===== config.mk =====
export PLATFORM = sky130hd
export DESIGN_NAME = rdpsdr_mod
export DESIGN_NICKNAME = d
export VERILOG_FILES = /design/src/rdp_single_disk_recovery_engine_defines.svh /design/src/rdpsdr_pkg.sv /design/src/rdpsdr_mod.sv
export SDC_FILE = /design/constraint.sdc
export NUM_CORES = 1
export LEC_CHECK = 0
export BUFFER_PORTS_ARGS = -buffer_cell sky130_fd_sc_hd__buf_2
export CAP_MARGIN = 10
export CORE_UTILIZATION = 30
export CTS_CLUSTER_DIAMETER = 200
export DETAILED_ROUTE_END_ITERATION = 10
export PLACE_DENSITY_LB_ADDON = 0.2
export SYNTH_ARGS = -nofsm -noshare
export SYNTH_HDL_FRONTEND = slang
export SYNTH_SLANG_ARGS = --single-unit

===== constraint.sdc =====
create_clock -name clk -period 2 [get_ports clk]
set_clock_uncertainty 0.2 [all_clocks]
set_input_delay 0.2 -clock clk [delete_from_list [all_inputs] [get_ports clk]]
set_output_delay 0.2 -clock clk [all_outputs]
set_load 0.02 [all_outputs]

===== src/rdp_single_disk_recovery_engine_defines.svh =====
// ----------------------------------------------------------------------------
// RDP recovery engine assertion macros
// Shared assertion forms for the single-disk recovery engine, clocked on clk
// and disabled while rst_n is low.
// ----------------------------------------------------------------------------
`ifndef RDP_SINGLE_DISK_RECOVERY_ENGINE_DEFINES_SVH
`define RDP_SINGLE_DISK_RECOVERY_ENGINE_DEFINES_SVH

// The consequent must hold in the same cycle as the antecedent.
`define RDPSDR_ASSERT_SAME(label, ante, cons, msg) \
  label: assert property (@(posedge clk) disable iff (!rst_n) (ante) |-> (cons)) \
    else $error(msg);

// The consequent must hold in the cycle after the antecedent.
`define RDPSDR_ASSERT_NEXT(label, ante, cons, msg) \
  label: assert property (@(posedge clk) disable iff (!rst_n) (ante) |=> (cons)) \
    else $error(msg);

`endif


===== src/rdpsdr_pkg.sv =====
`timescale 1ns / 1ps
// ----------------------------------------------------------------------------
// RDP recovery engine package
// Field widths, word formats, operation codes and state encodings shared by
// the recovery engine and its sub-blocks.
// ----------------------------------------------------------------------------
package rdpsdr_pkg;

  localparam int PRIME_W    = 5;
  localparam int DISK_W     = 5;
  localparam int ROW_W      = 4;
  localparam int WIDX_W     = 6;
  localparam int DATA_W     = 64;
  localparam int CFG_DATA_W = 32;
  localparam int CFG_ADDR_W = 3;

  // Smallest prime that the code accepts; smaller settings act as this one.
  localparam logic [PRIME_W-1:0] MIN_PRIME = PRIME_W'(3);

  // Register indexes, taken from bit 2 of the byte address.
  localparam logic REG_PRIME  = 1'b0;
  localparam logic REG_FAILED = 1'b1;

  typedef enum logic [1:0] {
    MODE_PLAN = 2'd0,
    MODE_ACC  = 2'd1,
    MODE_READ = 2'd2,
    MODE_NOP  = 2'd3
  } mode_t;

  typedef struct packed {
    mode_t               mode;
    logic [DISK_W-1:0]   disk;
    logic [ROW_W-1:0]    row;
    logic [WIDX_W-1:0]   word_index;
    logic [DATA_W-1:0]   data_word;
  } in_word_t;

  typedef struct packed {
    logic                row_used;
    logic [ROW_W-1:0]    row_target;
    logic                diag_used;
    logic [ROW_W-1:0]    diag_target;
    logic [DATA_W-1:0]   data_out;
    logic                ignored;
  } out_word_t;

  // Status of the failed-disk residue unit.
  typedef struct packed {
    logic               busy;
    logic [PRIME_W-1:0] rem;
  } mod_stat_t;

  typedef enum logic [2:0] {
    ST_CLEAR,
    ST_IDLE,
    ST_PLAN,
    ST_DECIDE,
    ST_READ,
    ST_WRITE,
    ST_DONE
  } top_state_t;

  typedef enum logic [1:0] {
    PL_IDLE,
    PL_RES,
    PL_MAP
  } plan_state_t;

endpackage


===== src/rdpsdr_mod.sv =====
`timescale 1ns / 1ps
// ----------------------------------------------------------------------------
// Failed-disk residue unit
// Reduces the failed disk index modulo the effective prime by repeated
// subtraction, one subtraction per cycle.
// ----------------------------------------------------------------------------
module rdpsdr_mod (
  input  logic                         clk,
  input  logic                         rst_n,
  input  logic                         start,
  input  logic [rdpsdr_pkg::PRIME_W-1:0] prime,
  input  logic [rdpsdr_pkg::DISK_W-1:0]  failed_disk,
  output rdpsdr_pkg::mod_stat_t        stat
);
  import rdpsdr_pkg::*;

  logic [PRIME_W-1:0] rem_r, rem_nxt;
  logic               busy_r, busy_nxt;

  always_comb begin
    rem_nxt  = rem_r;
    busy_nxt = busy_r;
    if (start) begin
      rem_nxt  = PRIME_W'(failed_disk);
      busy_nxt = 1'b1;
    end else if (busy_r) begin
      if (rem_r >= prime) begin
        rem_nxt = rem_r - prime;
      end else begin
        busy_nxt = 1'b0;
      end
    end
  end

  // The reset failed disk is zero, whose residue is zero.
  always_ff @(posedge clk) begin
    if (!rst_n) begin
      rem_r  <= '0;
      busy_r <= 1'b0;
    end else begin
      rem_r  <= rem_nxt;
      busy_r <= busy_nxt;
    end
  end

  assign stat.busy = busy_r;
  assign stat.rem  = rem_r;

endmodule


==> flow_metrics.tcl <==
set metrics [dict create \
    p_leak_nw 0.298 \
    end_kind "register" \
    power.density_mw_per_mm2 610 \
    grt_overflow 0 \
    crit_path_max_incr_delay_ns 0.38 \
    crit_path_frequent_cell "inv_2" \
    worst_slew_pin_slew_ns 0.339 \
    grt_pass1_vias 389 \
    min_period_ns 1.87 \
    drive_above_1_share 0.467 \
    drc_errors 0 \
    relSlewSlack 0.772 \
    start_util 0.335 \
    status "completed" \
    syn_inst 53 \
    io_pins 19 \
    diodes 0 \
    syn_to_final_growth_pct 37.4 \
    ys_warn_count 0 \
    clock_latency_ns 0.24 \
    initialDrtViolationCount 8 \
    htree_levels 1 \
    die_h_um 41.1 \
    final.period_utilization 0.933 \
    rsz0062_at_grt "false" \
    finalSetupViolCount 0 \
    critPathKind "reg -> reg" \
    ys_types 21 \
    ctsHoldBuffers 0 \
    yosys.area.top_type_share 0.262 \
    path_clk_slew_ns 0.05 \
    crit_buf_inv 2 \
    firstDrtPassIters 3 \
    final_util 0.461 \
    ys_seq_area_frac 0.262 \
    place_congestion 0.705 \
    hold_slack_ns 0.00377 \
    report.final.slew_viol_count 0 \
    grt_start_max_net_pins 11 \
    drt-wirelength-per-cell_um 11.0 \
    nets 96 \
    hold_viol_final 0 \
    path_cells "inv_2 > ha_4 > inv_2 > fa_2 > a21o_2 > a21oi_2 > xnor2_1 > mux2i_1 > a21oi_1" \
    layout_commonest_cell "buf_2" \
    dp_hpwl_um 721 \
    grt_pass1_wl_um 1590 \
    cts_buffer_depth 2 \
    synthesis.area_um2 458 \
    rows 13 \
    vias 427 \
    peakVddDrop_mv 0.407 \
    synthTopCellsByArea "dfxtp_1 (26%), ha_1 (14%), mux2i_1 (6.6%)" \
    drt-total-wl_um 987 \
    layout_common_cells "buf_2 (18), nand3_1 (6), inv_1 (5), dfxtp_1 (5), o21ai_0 (4)" \
    vias_per_cell 4.74 \
    die_area_mm2 0.00169 \
    busiest_layer "met2" \
    max-cap-violations 0 \
    clockRootBuffer "clkbuf_4" \
    synth-seq-cells 6 \
    cp.required_ns 1.91 \
    syn_nets 72 \
    design_area_um2 629 \
    use_met3 0.0489 \
    met1_usage 0.199 \
    placed_area_um2 571 \
    worstPathArrival_ns 1.78 \
    yosysTopAreaCell "dfxtp_1" \
    antenna_found_initial 0 \
    tns_ns 0 \
    placeableCoreArea_mm2 0.00137 \
    portBuffers 18 \
    nFillCells 155 \
    cts_tree "yes" \
    final_antenna_net_count 0 \
    synth_area_per_cell_um2 8.64 \
    start_kind "register" \
    cts_buffers 3 \
    use_met2 0.211 \
    fmax_ghz 0.536 \
    critPathTopFamily "adder cells" \
    critPathSlowestCell "fa_2" \
    hold_class "in -> reg" \
    path_max_fanout 2 \
    grt_use_total 0.153 \
    die_w_um 41.1 \
    cts_sinks 6 \
]
==> worst paths after layout <==
check / from / endpoint / slack [ns] / depth (start not counted)
min reg2reg: rem_r[2]$_SDFFE_PN0P_ / rem_r[2]$_SDFFE_PN0P_ / 0.33 / 2
min: failed_disk[0] / rem_r[0]$_SDFFE_PN0P_ / 0.004 / 3
max reg2reg: rem_r[0]$_SDFFE_PN0P_ / rem_r[4]$_SDFFE_PN0P_ / 0.13 / 9
max: rem_r[0]$_SDFFE_PN0P_ / rem_r[4]$_SDFFE_PN0P_ / 0.13 / 9
==> Yosys cell counts <==
cell      count
inv_1         7
o21a_1        1
nand2b_1      1
xnor2_1       2
and2_1        1
dfxtp_1       6
nand4_1       1
mux2i_1       3
buf_4         1
fa_1          1
xor2_1        1
nor2_1        1
a21o_2        2
o21ai_4       1
o211ai_1      2
a21oi_1       4
ha_1          5
buf_1         1
a31oi_1       2
nand3_1       6
o21ai_0       4
==> worst min-delay path, stage by stage <==
cell      delay, ns
buf_2          0.07
nand3_1        0.06
o211ai_1       0.07
==> power breakdown <==
group          internal, mW  leakage, nW  switching [mW]
logic                0.0662        0.234          0.0698
registers             0.129       0.0502         0.00773
clock network        0.0678       0.0138          0.0427
total                 0.264        0.298           0.120
==> logic make-up after synthesis <==
group | Yosys count | share of synthesized area
compound gates | 16 | 0.238
xor+xnor | 3 | 0.0574
fa+ha+maj | 6 | 0.180
buf+inv | 9 | 0.0820
flops | 6 | 0.262
mux | 3 | 0.0656
simple gates | 10 | 0.115
==> cell type report <==
| type | instances | area, um2 | area share |
|---|---|---|---|
| clock buffer | 3 | 22.5 | 0.0358 |
| multi-input combinational | 38 | 328 | 0.521 |
| inverter | 7 | 26.3 | 0.0417 |
| tap | 15 | 18.8 | 0.0298 |
| timing repair buffer | 21 | 113 | 0.179 |
| sequential | 6 | 121 | 0.193 |
==> through the flow <==
step,setup slack [ns],power (mW),std cells
global route,0.0162,0.417,90
detailed placement,0.0522,0.260,86
floorplan,0.00620,0.224,53
CTS,0.0327,0.374,89
finish,0.134,0.384,90
global placement,0.0594,0.260,86
==> routing by layer <==
metal	part of all wire	vias up
met5	0	-
met4	0.015	0
met3	0.042	2
met2	0.48	9
met1	0.46	182
li1	-	234
==> what timing repair did <==
action | 4_1_cts | 5_1_grt
resized for setup | 0 | 9
buffers inserted | 0 | 1
endpoints found under the setup margin | 0 | 3
==> registers in the layout, summed over array words and instances (netlist names) <==
| signal | cells |
|---|---|
| rem_r | 5 |
| busy_r | 1 |
No activity file was read; power rests on OpenSTA's default activity.
