===== src/rdp_single_disk_recovery_engine_defines.svh =====
// ----------------------------------------------------------------------------
// RDP recovery engine assertion macros
// Shared assertion forms for the single-disk recovery engine, clocked on clk
// and disabled while rst_n is low.
// ----------------------------------------------------------------------------
`ifndef RDP_SINGLE_DISK_RECOVERY_ENGINE_DEFINES_SVH
`define RDP_SINGLE_DISK_RECOVERY_ENGINE_DEFINES_SVH

// The consequent must hold in the same cycle as the antecedent.
`define RDPSDR_ASSERT_SAME(label, ante, cons, msg) \
  label: assert property (@(posedge clk) disable iff (!rst_n) (ante) |-> (cons)) \
    else $error(msg);

// The consequent must hold in the cycle after the antecedent.
`define RDPSDR_ASSERT_NEXT(label, ante, cons, msg) \
  label: assert property (@(posedge clk) disable iff (!rst_n) (ante) |=> (cons)) \
    else $error(msg);

`endif


===== src/rdpsdr_pkg.sv =====
`timescale 1ns / 1ps
// ----------------------------------------------------------------------------
// RDP recovery engine package
// Field widths, word formats, operation codes and state encodings shared by
// the recovery engine and its sub-blocks.
// ----------------------------------------------------------------------------
package rdpsdr_pkg;

  localparam int PRIME_W    = 5;
  localparam int DISK_W     = 5;
  localparam int ROW_W      = 4;
  localparam int WIDX_W     = 6;
  localparam int DATA_W     = 64;
  localparam int CFG_DATA_W = 32;
  localparam int CFG_ADDR_W = 3;

  // Smallest prime that the code accepts; smaller settings act as this one.
  localparam logic [PRIME_W-1:0] MIN_PRIME = PRIME_W'(3);

  // Register indexes, taken from bit 2 of the byte address.
  localparam logic REG_PRIME  = 1'b0;
  localparam logic REG_FAILED = 1'b1;

  typedef enum logic [1:0] {
    MODE_PLAN = 2'd0,
    MODE_ACC  = 2'd1,
    MODE_READ = 2'd2,
    MODE_NOP  = 2'd3
  } mode_t;

  typedef struct packed {
    mode_t               mode;
    logic [DISK_W-1:0]   disk;
    logic [ROW_W-1:0]    row;
    logic [WIDX_W-1:0]   word_index;
    logic [DATA_W-1:0]   data_word;
  } in_word_t;

  typedef struct packed {
    logic                row_used;
    logic [ROW_W-1:0]    row_target;
    logic                diag_used;
    logic [ROW_W-1:0]    diag_target;
    logic [DATA_W-1:0]   data_out;
    logic                ignored;
  } out_word_t;

  // Status of the failed-disk residue unit.
  typedef struct packed {
    logic               busy;
    logic [PRIME_W-1:0] rem;
  } mod_stat_t;

  typedef enum logic [2:0] {
    ST_CLEAR,
    ST_IDLE,
    ST_PLAN,
    ST_DECIDE,
    ST_READ,
    ST_WRITE,
    ST_DONE
  } top_state_t;

  typedef enum logic [1:0] {
    PL_IDLE,
    PL_RES,
    PL_MAP
  } plan_state_t;

endpackage


===== src/rdpsdr_plan.sv =====
`timescale 1ns / 1ps
// ----------------------------------------------------------------------------
// Recovery plan builder
// Marks the quadratic residues mod p one per cycle, then walks the disk
// indices one per cycle to set the rows that are recovered by diagonal.
// ----------------------------------------------------------------------------
module rdpsdr_plan #(
  parameter int MT_N  = 16,
  parameter int RES_N = 17
) (
  input  logic                           clk,
  input  logic                           rst_n,
  input  logic                           start,
  input  logic [rdpsdr_pkg::PRIME_W-1:0] prime,
  input  logic [rdpsdr_pkg::PRIME_W-1:0] residue,
  input  logic [rdpsdr_pkg::DISK_W-1:0]  failed_disk,
  output logic                           busy,
  output logic [MT_N-1:0]                method
);
  import rdpsdr_pkg::*;

  localparam int MT_AW  = (MT_N > 1) ? $clog2(MT_N) : 1;
  localparam int RES_AW = (RES_N > 1) ? $clog2(RES_N) : 1;

  plan_state_t        state_r, state_nxt;
  logic [PRIME_W-1:0] i_r, i_nxt;
  logic [PRIME_W-1:0] sq_r, sq_nxt;
  logic [PRIME_W-1:0] v_r, v_nxt;
  logic               is_res_r, is_res_nxt;
  logic [RES_N-1:0]   res_r, res_nxt;
  logic [MT_N-1:0]    method_r, method_nxt;

  logic [PRIME_W-1:0] half;
  logic [PRIME_W-1:0] p_m1;
  logic [PRIME_W:0]   sq_sum;
  logic [PRIME_W-1:0] sq_step;
  logic [PRIME_W-1:0] v_step;
  logic               pick;

  assign p_m1    = prime - PRIME_W'(1);
  assign half    = p_m1 >> 1;
  // (i+1)^2 = i^2 + 2i + 1, and 2i + 1 never exceeds p here.
  assign sq_sum  = {1'b0, sq_r} + {i_r, 1'b1};
  assign sq_step = (sq_sum >= {1'b0, prime}) ? PRIME_W'(sq_sum - {1'b0, prime})
                                             : PRIME_W'(sq_sum);
  assign v_step  = (v_r == p_m1) ? '0 : v_r + PRIME_W'(1);
  assign pick    = is_res_r ? ~res_r[i_r[RES_AW-1:0]] : res_r[i_r[RES_AW-1:0]];

  always_comb begin
    state_nxt = state_r;
    unique case (state_r)
      PL_IDLE: begin
        if (start) begin
          state_nxt = PL_RES;
        end
      end
      PL_RES: begin
        if (i_r == half) begin
          state_nxt = PL_MAP;
        end
      end
      PL_MAP: begin
        if (i_r == p_m1) begin
          state_nxt = PL_IDLE;
        end
      end
      default: state_nxt = PL_IDLE;
    endcase
  end

  always_comb begin
    i_nxt      = i_r;
    sq_nxt     = sq_r;
    v_nxt      = v_r;
    is_res_nxt = is_res_r;
    res_nxt    = res_r;
    method_nxt = method_r;
    case (state_r)
      PL_IDLE: begin
        if (start) begin
          i_nxt      = PRIME_W'(1);
          sq_nxt     = PRIME_W'(1);
          is_res_nxt = 1'b0;
          res_nxt    = '0;
          method_nxt = '0;
        end
      end
      PL_RES: begin
        res_nxt[sq_r[RES_AW-1:0]] = 1'b1;
        if (PRIME_W'(failed_disk) == sq_r) begin
          is_res_nxt = 1'b1;
        end
        if (i_r == half) begin
          // The row of disk 1 is (p - e) mod p.
          i_nxt = PRIME_W'(1);
          v_nxt = (residue == '0) ? '0 : prime - residue;
        end else begin
          i_nxt  = i_r + PRIME_W'(1);
          sq_nxt = sq_step;
        end
      end
      PL_MAP: begin
        // Row p-1 does not exist, so it is never marked.
        if (pick && (v_r < p_m1)) begin
          method_nxt[v_r[MT_AW-1:0]] = 1'b1;
        end
        i_nxt = i_r + PRIME_W'(1);
        v_nxt = v_step;
      end
      default: ;
    endcase
  end

  always_ff @(posedge clk) begin
    if (!rst_n) begin
      state_r  <= PL_IDLE;
      i_r      <= '0;
      sq_r     <= '0;
      v_r      <= '0;
      is_res_r <= 1'b0;
      res_r    <= '0;
      method_r <= '0;
    end else begin
      state_r  <= state_nxt;
      i_r      <= i_nxt;
      sq_r     <= sq_nxt;
      v_r      <= v_nxt;
      is_res_r <= is_res_nxt;
      res_r    <= res_nxt;
      method_r <= method_nxt;
    end
  end

  assign busy   = (state_r != PL_IDLE);
  assign method = method_r;

endmodule


===== config.mk =====
export PLATFORM = sky130hd
export DESIGN_NAME = rdpsdr_plan
export DESIGN_NICKNAME = d
export VERILOG_FILES = /design/src/rdp_single_disk_recovery_engine_defines.svh /design/src/rdpsdr_pkg.sv /design/src/rdpsdr_plan.sv
export SDC_FILE = /design/constraint.sdc
export NUM_CORES = 1
export LEC_CHECK = 0
export BUFFER_PORTS_ARGS = -buffer_cell sky130_fd_sc_hd__buf_2
export CAP_MARGIN = 20
export CORE_ASPECT_RATIO = 1.1
export CORE_MARGIN = 2
export CORE_UTILIZATION = 50
export CTS_CLUSTER_DIAMETER = 100
export CTS_CLUSTER_SIZE = 10
export DETAILED_ROUTE_END_ITERATION = 7
export PLACE_DENSITY = 0.7
export SETUP_SLACK_MARGIN = 0.3
export SLEW_MARGIN = 15
export SYNTH_ARGS = -nofsm -noshare
export SYNTH_HDL_FRONTEND = slang
export SYNTH_SLANG_ARGS = --single-unit

===== constraint.sdc =====
create_clock -name clk -period 4.03 [get_ports clk]
set_input_delay 0.806 -clock clk [delete_from_list [all_inputs] [get_ports clk]]
set_output_delay 0.806 -clock clk [all_outputs]
set_load 0.01 [all_outputs]

==> summary.md, run 1 <==
| Metric | Value |
|---|---|
| Worst-Margin Slew | 1.03 ns |
| Dominant cell type by area after synthesis | dfxtp_1 |
| Final Critical Period | around 3.2 ns |
| Flop-to-flop setup slack | 0.84 ns |
| Antenna violations before repair | 0 |
| Clk sink count | 51 |
| Largest net degree at the start of global routing | 19 |
| Setup-failing EPs final | 0 |
| Hold_buf cts | 0 |
| Vias in the first global route | 2737 |
| Layout Skew | 0.0102 ns |
| Num ports | 35 |
| Syn nets | 396 |
| Drt wl/cell | 16.3 µm |
| Total negative slack | 0 ns |
| Commonest cells after routing, fill and taps aside | 51 x dfxtp_1, 36 x nor2_1, 34 x buf_2 |
| Critical-path top delay cell | dfxtp_1 |
| Post-synthesis average cell area | 9.36 µm² |
| Initial Utilization | 52.0% |
| Fin. Hold Viols | 0 |
| Dominant cells by area after synthesis | dfxtp_1 32%, ha_1 11%, xnor2_1 6.2% |
| Final Net Count | 428 |
| Synth cell types | 60 |
| CTS tree | done |
| Area growth syn-to-layout | 10.0% |
| RSZ-0062 raised after global routing | false |
| Crit-path max FO | 8 |
| Rows | 30 |
| GRT Total Usage | 22.8% |
| Worst EP required | 4.27 ns |
| LEAKAGE | 1.53 nW |
| Finished Layout Cells | 459 |
| Final core utilization | 57.2% |
| Post-CTS Setup Inserts | 0 |
| # diodes | 0 |
| TritonCTS Buffers | 5 |
| Post-detail-place hpwl | 5.80 mm |
| Worst Hold Path EP | method[7] |
| H-tree depth | 2 |
| Placed cells | 451 |
| Final Max Slew Viols | 0 |
| Max_slew headroom | 31.2% |
| Share of layout cells above drive strength 1 | 16.1% |
| Critical Path AT | about 3.4 ns |
| Post-Syn Area | 0.00324 mm² |
| Fin area | 0.00356 mm² |
| Startpoint Class | flop |
| Fin crit share | 79.1% |
| Clock tree buffer depth | 2 |
| Synth top area share | 31.5% |
| CTS clock-pin slew for the worst setup and hold paths | 0.10 ns |
| Hold Crit Class | reg -> reg |
| DR pass1 iterations | 5 |
| Die ar. | 0.00714 mm² |
| Asr flop ratio synth | 0% |
| Initial DRC count | 117 |
| # DRC | 0 |
| Worst flop-to-flop path startpoint | sq_r[1] |
| Worst VDD drop | 0.251 mV |
| Terminus of the critical flop-to-flop path | sq_r[0] |
| Crit path capture type | flop |
| Outcome | completed |
| Ys flop type | dfxtp_1 |
| Die W | 80.7 µm |
| Setup CP Type | reg -> reg |
| Critical-path cell list | ha_1 -> a21o_1 -> a21oi_1 -> xnor2_1 -> ha_1 -> o21ai_0 -> o21ai_0 -> mux2i_1 -> mux2_2 -> a31oi_1 |
| Flops & latches, synth | 51 |
| Post-Synthesis Cells | 346 |
| Hold depth | 1 |
| Cell Area, Placed | roughly 0.0035 mm² |
| Pwr/cell area | 420 mW/mm² |
| Post-CTS resize count | 0 |
| Number of synthesized flops with an enable pin | 0 |
| Yosys warning count | 0 |
| Die height | 88.4 µm |
| Min-Delay Startpoint | method[7] |
| CP peak stage delay | 0.54 ns |
| Via count | 2682 |
| Worst-Skew Late Latency | 0.31 ns |
| Sequential fraction of the synthesis area | 31.5% |
| Count of buffers from port buffering | 34 |
| Reg2Reg Depth | 10 |
| Placeable Area | 0.00623 mm² |
| Fmax | 314 MHz |
| RePlAce Congestion | 0.945 |
| Routed WL | 7.46 mm |
| Root buffer cell | clkbuf_8 |
| ANT nets after route | 0 |
| First-pass GRT wire length | 12.7 mm |
| Congestion Overflow GR | 0 |
| Commonest non-fill, non-tap cell in the layout | dfxtp_1 |
| Max cap viols | 0 |
| Avg Vias per Cell | between 5 and 6 |
[worst max-delay path by stage]
stage	startpoint	cells past startpoint	endpoint	slack, ns
after floorplan	sq_r[1]	9	sq_r[4]	1.26
after global placement	prime[1]	10	method[9]	0.86
after detailed placement	prime[1]	10	method[5]	0.75
after CTS	sq_r[1]	10	sq_r[0]	0.83
after global routing	sq_r[1]	10	sq_r[0]	0.61
final	sq_r[1]	10	sq_r[0]	0.84
[power by group]
part,switching [mW],internal (mW),leakage [nW],total (mW)
combinational,0.351,0.255,1.06,0.606
sequential,0.0464,0.532,0.412,0.579
clock,0.184,0.129,0.0502,0.313
total,0.581,0.917,1.53,1.50
[flip-flops by register name, indices dropped and copies added (netlist names)]
| register | flops |
|---|---|
| method | 16 |
| sq_r | 5 |
| state_r | 2 |
| i_r | 5 |
| res_r | 17 |
| is_res_r | 1 |
| v_r | 5 |
[cell type report]
class,count,area [µm²]
clock buffers,5,68.8
clock inverters,3,28.8
fillers,598,2670
inverters,23,86.3
multi-input cells,260,2070
flip-flops and latches,51,1020
well taps,80,100
repair buffers,37,193
[metrics by stage]
stage | power [mW] | hold slack, ns | setup WS (ns)
2_1_floorplan | 1.06 | 0.428 | 1.26
3_3_place_gp | 1.17 | 0.443 | 0.861
3_5_place_dp | 1.19 | 0.452 | 0.750
4_1_cts | 1.50 | 0.478 | 0.834
5_1_grt | 1.60 | 0.496 | 0.613
6_report | 1.50 | 0.476 | 0.842
[cells in the mapped netlist (all sizes together), types with 2 or more instances]
library cell,count
a211oi,5
a21o,6
a21oi,28
a31oi,4
a32o,15
and3b,2
buf,5
clkbuf,7
dfxtp,51
fa,3
ha,29
inv,22
mux2,2
mux2i,6
mux4,4
nand2,7
nand2b,4
nand3,8
nand4,2
nor2,37
nor2b,6
nor3,5
nor3b,8
nor4,2
nor4b,2
o211ai,4
o21ai,17
o22ai,3
o2bb2ai,4
o32ai,2
xnor2,24
xor2,7
[layer usage]
| metal | GRT usage (%) | wire length (µm) |
|---|---|---|
| met4 | 7.70 | 151 |
| met5 | 0 | 0 |
| met3 | 3.98 | 225 |
| met2 | 40.9 | 3660 |
| met1 | 27.6 | 3430 |
[logic make-up after synthesis]
logic type	synth area share (%)
AO/OA/AOI/OAI	22.1
AND/OR/NAND/NOR	14.3
flip-flops	31.5
buffers and inverters	4.67
adder cells (fa/ha/maj)	13.1
XOR/XNOR	8.62
multiplexers	5.68
[worst max-delay path: cells and delay by family, from the launching register on]
| kind | cells | cell delay, ns |
|---|---|---|
| AOI/OAI and AO/OA | 5 | 0.88 |
| muxes | 2 | 0.88 |
| DFF | 1 | 0.54 |
| adders and majority gates | 2 | 0.63 |
| xor gates and xnor gates | 1 | 0.19 |
No activity file was read; power rests on OpenSTA's default activity.
==> inputs of run 2 (changes only) <==
--- a/config.mk
+++ b/config.mk
@@ -5,6 +5,7 @@
 export SDC_FILE = /design/constraint.sdc
 export NUM_CORES = 1
 export LEC_CHECK = 0
+export ABC_AREA = 1
 export BUFFER_PORTS_ARGS = -buffer_cell sky130_fd_sc_hd__buf_2
 export CAP_MARGIN = 20
 export CORE_ASPECT_RATIO = 1.1
@@ -13,7 +14,7 @@
 export CTS_CLUSTER_DIAMETER = 100
 export CTS_CLUSTER_SIZE = 10
 export DETAILED_ROUTE_END_ITERATION = 7
-export PLACE_DENSITY = 0.7
+export PLACE_DENSITY = 0.72
 export SETUP_SLACK_MARGIN = 0.3
 export SLEW_MARGIN = 15
 export SYNTH_ARGS = -nofsm -noshare
==> constraint.sdc (replaced) <==
create_clock -name clk -period 2.75 [get_ports clk]
set_input_delay 0.55 -clock clk [delete_from_list [all_inputs] [get_ports clk]]
set_output_delay 0.55 -clock clk [all_outputs]
set_load 0.01 [all_outputs]
==> run 2 against run 1 <==
Compared with the run above: first-iteration DRC count rose by 64%; clock skew fell by 0.0027 ns; sequential cell count unchanged; worst setup slack worse by 0.63 ns; worst hold slack worse by 0.026 ns; combinational power rose to 4.0 times the previous value; non-clock buffer count rose by 19; utilization up 3.3 points; sequential share of layout area shrank 4.2 points; total power grew to 2.6 times the previous value; critical endpoint is now sq_r[2].
==> summary.md, run 2 <==
| Metric | Value |
|---|---|
| Startpoint Class | flop (unchanged) |
| Setup-failing EPs final | 0 (unchanged) |
| Worst EP required | 2.94 ns (was 4.27 ns) |
| Max cap viols | 0 (unchanged) |
| Worst-Margin Slew | 0.744 ns (was 1.03 ns) |
| Syn nets | 592 (was 396) |
| Sequential fraction of the synthesis area | 28.7% (was 31.5%) |
| Clock tree buffer depth | 2 (unchanged) |
| Avg Vias per Cell | 5.21 (was 5.84) |
| Flops & latches, synth | 51 (unchanged) |
| Final Max Slew Viols | 0 (unchanged) |
| RePlAce Congestion | 0.864 (was 0.945) |
| Post-detail-place hpwl | 6.40 mm (was 5.80 mm) |
| Most frequent cells after synthesis | 125 x nand2_1, 65 x inv_1, 56 x nor2_1 (was 51 x dfxtp_1, 36 x nor2_1, 29 x ha_1) |
| Area growth syn-to-layout | 18.4% (was 10.0%) |
| Post-synthesis average cell area | 6.56 µm² (was 9.36 µm²) |
| Number of cells on the critical path | 12 (was 10) |
| Worst Setup SP | sq_r[1] (unchanged) |
| Critical-path cell list | fa_2 -> xor2_4 -> ha_4 -> nand2_2 -> nor2_2 -> nor3b_2 -> o21ai_1 -> a21oi_2 -> nand3_2 -> or2_1 -> nand3_1 -> a21oi_1 (was ha_1 -> a21o_1 -> a21oi_1 -> xnor2_1 -> ha_1 -> o21ai_0 -> o21ai_0 -> mux2i_1 -> mux2_2 -> a31oi_1) |
| Vias in the first global route | 3436 (was 2737) |
| Reg2Reg Depth | 12 (was 10) |
| Die height | 92.5 µm (was 88.4 µm) |
| Layout Skew | 0.00750 ns (was 0.0102 ns) |
| RSZ-0062 raised after global routing | true (was false) |
| Most instantiated library cell after synthesis | nand2_1 (was dfxtp_1) |
| Final Critical Period | 2.54 ns (was 3.19 ns) |
| Crit path capture type | flop (unchanged) |
| Critical-path top delay cell | fa_2 (was dfxtp_1) |
| Share of layout cells above drive strength 1 | 20.9% (was 16.1%) |
| Critical Path AT | 2.73 ns (was 3.43 ns) |
| Flop-to-flop setup slack | 0.21 ns (was 0.84 ns) |
| Worst-Skew Late Latency | 0.30 ns (was 0.31 ns) |
| Synth top area share | 28.7% (was 31.5%) |
| Root buffer cell | clkbuf_8 (unchanged) |
| Commonest cells after routing, fill and taps aside | 119 x nand2_1, 61 x inv_1, 55 x nor2_1 (was 51 x dfxtp_1, 36 x nor2_1, 34 x buf_2) |
| Commonest non-fill, non-tap cell in the layout | nand2_1 (was dfxtp_1) |
| Via count | 3510 (was 2682) |
| TritonCTS Buffers | 5 (unchanged) |
| Min-Delay Startpoint | res_r[9] (was method[7]) |
| Total negative slack | 0 ns (unchanged) |
| Reg with most FFs | res_r (unchanged) |
| Dominant cells by area after synthesis | dfxtp_1 29%, nand2_1 13%, ha_1 10% (was dfxtp_1 32%, ha_1 11%, xnor2_1 6.2%) |
| Dominant cell type by area after synthesis | dfxtp_1 (unchanged) |
| # diodes | 0 (unchanged) |
| Routed WL | 8.69 mm (was 7.46 mm) |
| Rows | 32 (was 30) |
| GRT Total Usage | 22.9% (was 22.8%) |
| Worst flop-to-flop path startpoint | sq_r[1] (unchanged) |
| Initial DRC count | 192 (was 117) |
| Post-Synthesis Cells | 542 (was 346) |
| Antenna violations before repair | 0 (unchanged) |
| Fin crit share | 92.2% (was 79.1%) |
| Drt wl/cell | 12.9 µm (was 16.3 µm) |
| Fin. Hold Viols | 0 (unchanged) |
| Post-Syn Area | 0.00356 mm² (was 0.00324 mm²) |
| Largest register FFs | 17 (unchanged) |
| ANT nets after route | 0 (unchanged) |
| Number of synthesized flops with an enable pin | 0 (unchanged) |
| Outcome | completed (unchanged) |
| Asr flop ratio synth | 0% (unchanged) |
| Hold depth | 2 (was 1) |
| Setup CP Type | reg -> reg (unchanged) |
| H-tree depth | 2 (unchanged) |
| Final Net Count | 638 (was 428) |
| Largest net degree at the start of global routing | 26 (was 19) |
| Fmax | 394 MHz (was 314 MHz) |
| Max_slew headroom | 50.4% (was 31.2%) |
| Num ports | 35 (unchanged) |
| Crit-path max FO | 6 (was 8) |
| Synth cell types | 35 (was 60) |
| CP peak stage delay | 0.45 ns (was 0.54 ns) |
| Placeable Area | 0.00697 mm² (was 0.00623 mm²) |
| Ys flop type | dfxtp_1 (unchanged) |
| # DRC | 0 (unchanged) |
| Worst Setup EP | sq_r[2] (was sq_r[0]) |
| Initial Utilization | 51.0% (was 52.0%) |
| Worst Path Buf+Inv | 0 (unchanged) |
| DR pass1 iterations | 4 (was 5) |
| Delay-heaviest family, CP | simple AND/OR/NAND/NOR gates (was compound AO/OA/AOI/OAI gates) |
| Die ar. | 0.00780 mm² (was 0.00714 mm²) |
| CTS clock-pin slew for the worst setup and hold paths | 0.10 ns (about the same) |
| Final core utilization | 60.5% (was 57.2%) |
| Clk sink count | 51 (unchanged) |
| Worst VDD drop | 0.469 mV (was 0.251 mV) |
| First-pass GRT wire length | 15.0 mm (was 12.7 mm) |
| Die W | 84.4 µm (was 80.7 µm) |
| Congestion Overflow GR | 0 (unchanged) |
| Yosys warning count | 0 (unchanged) |
| Terminus of the critical flop-to-flop path | sq_r[2] (was sq_r[0]) |
| Count of buffers from port buffering | 34 (unchanged) |
| Pwr/cell area | 931 mW/mm² (was 420 mW/mm²) |
| CTS tree | done (unchanged) |
| Hold Crit Class | reg -> reg (unchanged) |
| LEAKAGE | 1.90 nW (was 1.53 nW) |
[run 2: cell count changes in the layout (fill, tap and decap cells not counted), moves of 7 or more]
cell	previous run	this run
nand2_1	7	119
inv_1	22	61
nand3_1	7	45
a21oi_1	28	48
nor2_1	36	55
buf_4	3	21
xnor2_1	23	6
a32o_1	15	0
inv_2	0	15
nor3_1	3	11
nand2_2	0	7
nor3b_1	7	0
[run 2: worst min path at each step]
stage / endpoint
after floorplan: res_r[9]
after global placement: res_r[9]
after detailed placement: res_r[9]
after CTS: res_r[9]
after global routing: res_r[2]
final: res_r[9]
[run 2: cells by family (layout without fill, tap and decap cells)]
group,Yosys count,after routing,synth area share (%)
simple gates,257,257,30.6
xor+xnor,21,21,5.17
compound gates,85,85,12.7
buf+inv,96,143,10.9
flops,51,51,28.7
fa+ha+maj,32,32,11.9
[run 2: worst reg2reg max path: stages, from the launching register on]
cell and delay, ns:
dfxtp_4 0.37, fa_2 0.45, xor2_4 0.23, ha_4 0.23, nand2_2 0.07, nor2_2 0.05
nor3b_2 0.21, o21ai_1 0.12, a21oi_2 0.14, nand3_2 0.13, or2_1 0.26, nand3_1 0.10
a21oi_1 0.06
[run 2: report_power, final]
group / switching [mW] / total [mW] / internal, mW / leakage (nW)
clock network: 0.257 / 0.435 / 0.179 / 0.0412
logic: 1.49 / 2.41 / 0.918 / 1.44
registers: 0.141 / 1.08 / 0.935 / 0.418
total: 1.89 / 3.92 / 2.03 / 1.90
[run 2: layer usage]
metal  track usage, %  vias to the layer above  share of wire, %  routed length, µm
met3             3.39                       11               4.4                382
met5                0                        -                 0                  0
met4             6.88                        0               1.5                127
met2             39.4                       73                48               4180
met1             29.8                     1603                46               4000
li1                 -                     1823                 -                  -
[run 2: area by class of cell]
class                      instances  area (µm²)
tap                               85         106
fill                             675        2760
inverter                          79         298
clock buffer                       6        72.6
sequential                        51        1030
multi-input combinational        395        2350
timing repair buffer              56         339
clock inverter                     2        12.5
[run 2: stage by stage]
step / power, mW / setup WS (ns) / hold slack [ns] / std cells / instance area, µm²
floorplan: 2.66 / 0.300 / 0.427 / 542 / 3560
finish: 3.92 / 0.214 / 0.450 / 674 / 4210
CTS: 3.71 / 0.251 / 0.453 / 670 / 4050
global placement: 3.12 / 0.0427 / 0.435 / 659 / 3860
global route: 4.32 / 0.100 / 0.482 / 674 / 4210
detailed placement: 3.18 / -0.0557 / 0.439 / 659 / 3860
[run 2: what timing repair did]
action | in CTS | in global routing
resized for setup | 16 | 29
setup endpoints to repair | 30 | 23
gates cloned | 0 | 1
pin swaps | 5 | 16
setup buffers | 3 | 3
hold buffers | 0 | 0
==> inputs of run 3 (changes only) <==
--- a/config.mk
+++ b/config.mk
@@ -8,13 +8,15 @@
 export ABC_AREA = 1
 export BUFFER_PORTS_ARGS = -buffer_cell sky130_fd_sc_hd__buf_2
 export CAP_MARGIN = 20
+export CELL_PAD_IN_SITES_DETAIL_PLACEMENT = 1
+export CELL_PAD_IN_SITES_GLOBAL_PLACEMENT = 2
 export CORE_ASPECT_RATIO = 1.1
 export CORE_MARGIN = 2
-export CORE_UTILIZATION = 50
+export CORE_UTILIZATION = 30
 export CTS_CLUSTER_DIAMETER = 100
 export CTS_CLUSTER_SIZE = 10
 export DETAILED_ROUTE_END_ITERATION = 7
-export PLACE_DENSITY = 0.72
+export PLACE_DENSITY_LB_ADDON = 0.1
 export SETUP_SLACK_MARGIN = 0.3
 export SLEW_MARGIN = 15
 export SYNTH_ARGS = -nofsm -noshare
==> run 3 against run 2 <==
Compared with the run above: routed wire length up 31%; sequential share of layout area fell by 2.0 points; clock-buffer cell count unchanged.
==> summary.md, run 3 (synthesized netlist as in run 2, its figures left out) <==
| Metric | Value |
|---|---|
| Outcome | completed (unchanged) |
| Via count | 3644 (was 3510) |
| Fmax | 400 MHz (was 394 MHz) |
| CTS clock-pin slew for the worst setup and hold paths | 0.08 ns (was 0.10 ns) |
| Initial Utilization | 30.8% (was 51.0%) |
| Max cap viols | 0 (unchanged) |
| Post-detail-place hpwl | 8.55 mm (was 6.40 mm) |
| ANT nets after route | 0 (unchanged) |
| TritonCTS Buffers | 5 (unchanged) |
| Most used routing layer | met2 (unchanged) |
| Reg with most FFs | res_r (unchanged) |
| Finished Layout Cells | 757 (was 674) |
| Share of layout cells above drive strength 1 | 24.2% (was 20.9%) |
| Critical-path top delay cell | dfxtp_2 (was fa_2) |
| Max_slew headroom | 48.4% (was 50.4%) |
| RSZ-0062 raised after global routing | true (unchanged) |
| Placed cells | 736 (was 659) |
| First-pass GRT wire length | 18.2 mm (was 15.0 mm) |
| Critical Path AT | 2.67 ns (was 2.73 ns) |
| Drt wl/cell | 15.0 µm (was 12.9 µm) |
| Antenna violations before repair | 0 (unchanged) |
| Largest net degree at the start of global routing | 23 (was 26) |
| Delay-heaviest family, CP | simple AND/OR/NAND/NOR gates (unchanged) |
| Worst Path Buf+Inv | 1 (was 0) |
| Reg2Reg Depth | 15 (was 12) |
| Num ports | 35 (unchanged) |
| M1 GR Usage | 21.9% (was 29.8%) |
| GRT Total Usage | 18.0% (was 22.9%) |
| Terminus of the critical flop-to-flop path | sq_r[2] (unchanged) |
| Final Critical Period | 2.50 ns (was 2.54 ns) |
| Hold_buf cts | 0 (unchanged) |
| Hold depth | 2 (unchanged) |
| Largest register FFs | 17 (unchanged) |
| Fin crit share | 91.0% (was 92.2%) |
| Commonest non-fill, non-tap cell in the layout | nand2_1 (unchanged) |
| Final Net Count | 656 (was 638) |
| Crit-path max FO | 4 (was 6) |
| Worst EP required | 2.92 ns (was 2.94 ns) |
| LEAKAGE | 2.05 nW (was 1.90 nW) |
| Rows | 41 (was 32) |
| Critical-path cell list | ha_4 -> a21oi_4 -> nand3_1 -> nand2_2 -> inv_2 -> ha_4 -> nand2_4 -> nor2_2 -> nor3b_2 -> o21ai_1 -> a21oi_2 -> nand3_2 -> or2_1 -> nand3_1 -> a21oi_1 (was fa_2 -> xor2_4 -> ha_4 -> nand2_2 -> nor2_2 -> nor3b_2 -> o21ai_1 -> a21oi_2 -> nand3_2 -> or2_1 -> nand3_1 -> a21oi_1) |
| CTS tree | done (unchanged) |
| Commonest cells after routing, fill and taps aside | 119 x nand2_1, 60 x inv_1, 54 x nor2_1 (was 119 x nand2_1, 61 x inv_1, 55 x nor2_1) |
| Worst-Skew Late Latency | 0.31 ns (was 0.30 ns) |
| Setup-failing EPs final | 0 (unchanged) |
| Clock tree buffer depth | 2 (unchanged) |
| Clk sink count | 51 (unchanged) |
| Fin. Hold Viols | 0 (unchanged) |
| DR pass1 iterations | 4 (unchanged) |
| Worst flop-to-flop path startpoint | sq_r[2] (was sq_r[1]) |
| Crit path capture type | flop (unchanged) |
| Worst-Margin Slew | 0.764 ns (was 0.744 ns) |
| CP peak stage delay | 0.34 ns (was 0.45 ns) |
| Congestion Overflow GR | 0 (unchanged) |
| Vias in the first global route | 3643 (was 3436) |
| Final core utilization | 40.0% (was 60.5%) |
| Die height | 118 µm (was 92.5 µm) |
| Initial DRC count | 76 (was 192) |
| Total negative slack | 0 ns (unchanged) |
| RePlAce Congestion | 0.785 (was 0.864) |
| Setup CP Type | reg -> reg (unchanged) |
| Placeable Area | 0.0115 mm² (was 0.00697 mm²) |
| Layout Skew | 0.0115 ns (was 0.00750 ns) |
| Grt met2 use | 31.7% (was 39.4%) |
| Die ar. | 0.0127 mm² (was 0.00780 mm²) |
| H-tree depth | 2 (unchanged) |
| Final Max Slew Viols | 0 (unchanged) |
| Avg Vias per Cell | 4.81 (was 5.21) |
| Met3 GRT Util | 4.30% (was 3.39%) |
| Fin area | 0.00462 mm² (was 0.00421 mm²) |
| Hold Crit Class | reg -> reg (unchanged) |
| Flop-to-flop setup slack | 0.25 ns (was 0.21 ns) |
| Final worst setup slack | 0.247 ns (was 0.214 ns) |
| Area growth syn-to-layout | 29.8% (was 18.4%) |
| Worst Hold Path EP | res_r[9] (unchanged) |
| Worst VDD drop | 0.353 mV (was 0.469 mV) |
| Routed WL | 11.4 mm (was 8.69 mm) |
| Pwr/cell area | 976 mW/mm² (was 931 mW/mm²) |
| Die W | 108 µm (was 84.4 µm) |
| Count of buffers from port buffering | 34 (unchanged) |
| # DRC | 0 (unchanged) |
| Min-Delay Startpoint | res_r[9] (unchanged) |
| Cell Area, Placed | 0.00405 mm² (was 0.00386 mm²) |
| Pre-CTS WS | -0.0117 ns (was -0.0557 ns) |
| Startpoint Class | flop (unchanged) |
| Root buffer cell | clkbuf_16 (was clkbuf_8) |
| # diodes | 0 (unchanged) |
==> run 3: cell count changes in the layout (fill, tap and decap cells not counted), moves of 4 or more <==
cell,previous run,this run
buf_4,21,35
ha_4,5,9
clkbuf_8,5,0
clkbuf_16,0,6
==> run 3: cell type report <==
type,count,area [µm²]
multi-input combinational,395,2420
clock inverter,2,38.8
sequential,51,1030
timing repair buffer,74,512
tap,150,188
fill,1501,6930
clock buffer,6,129
inverter,79,298
==> run 3: report_power, final <==
group	switching [mW]	internal, mW	leakage, nW
Combinational	1.61	1.07	1.55
Clock	0.310	0.434	0.0815
Sequential	0.140	0.938	0.419
==> run 3: how the worst max path moves through the flow <==
stage / slack (ns) / depth (start not counted) / to / start
after floorplan: 0.30 / 15 / sq_r[2] / i_r[1]
after global placement: 0.06 / 16 / method[14] / prime[0]
after detailed placement: -0.01 / 17 / method[12] / prime[1]
after CTS: 0.19 / 13 / sq_r[1] / sq_r[1]
after global routing: 0.12 / 11 / sq_r[2] / i_r[0]
final: 0.25 / 15 / sq_r[2] / sq_r[2]
==> run 3: metal layers <==
layer  vias up  wire, µm
met5         -         0
met1      1734      5180
met2        34      5740
li1       1862         -
met3        14       295
met4         0       160
==> run 3: what timing repair did <==
| action | CTS | global route |
|---|---|---|
| setup buffers | 3 | 9 |
| pin swaps | 12 | 23 |
| endpoints found under the setup margin | 6 | 21 |
| cloned | 0 | 1 |
| resized for setup | 20 | 37 |
==> run 3: per-stage QoR <==
stage	hold slack [ns]	power [mW]
global placement	0.437	3.38
detailed placement	0.445	3.43
finish	0.453	4.50
global route	0.497	4.96
floorplan	0.427	2.66
CTS	0.457	4.31
==> run 3: tightest hold or removal path, stage by stage, from the launching register on <==
cell,delay [ns]
dfxtp_1,0.31
clkinv_2,0.05
a21oi_1,0.05
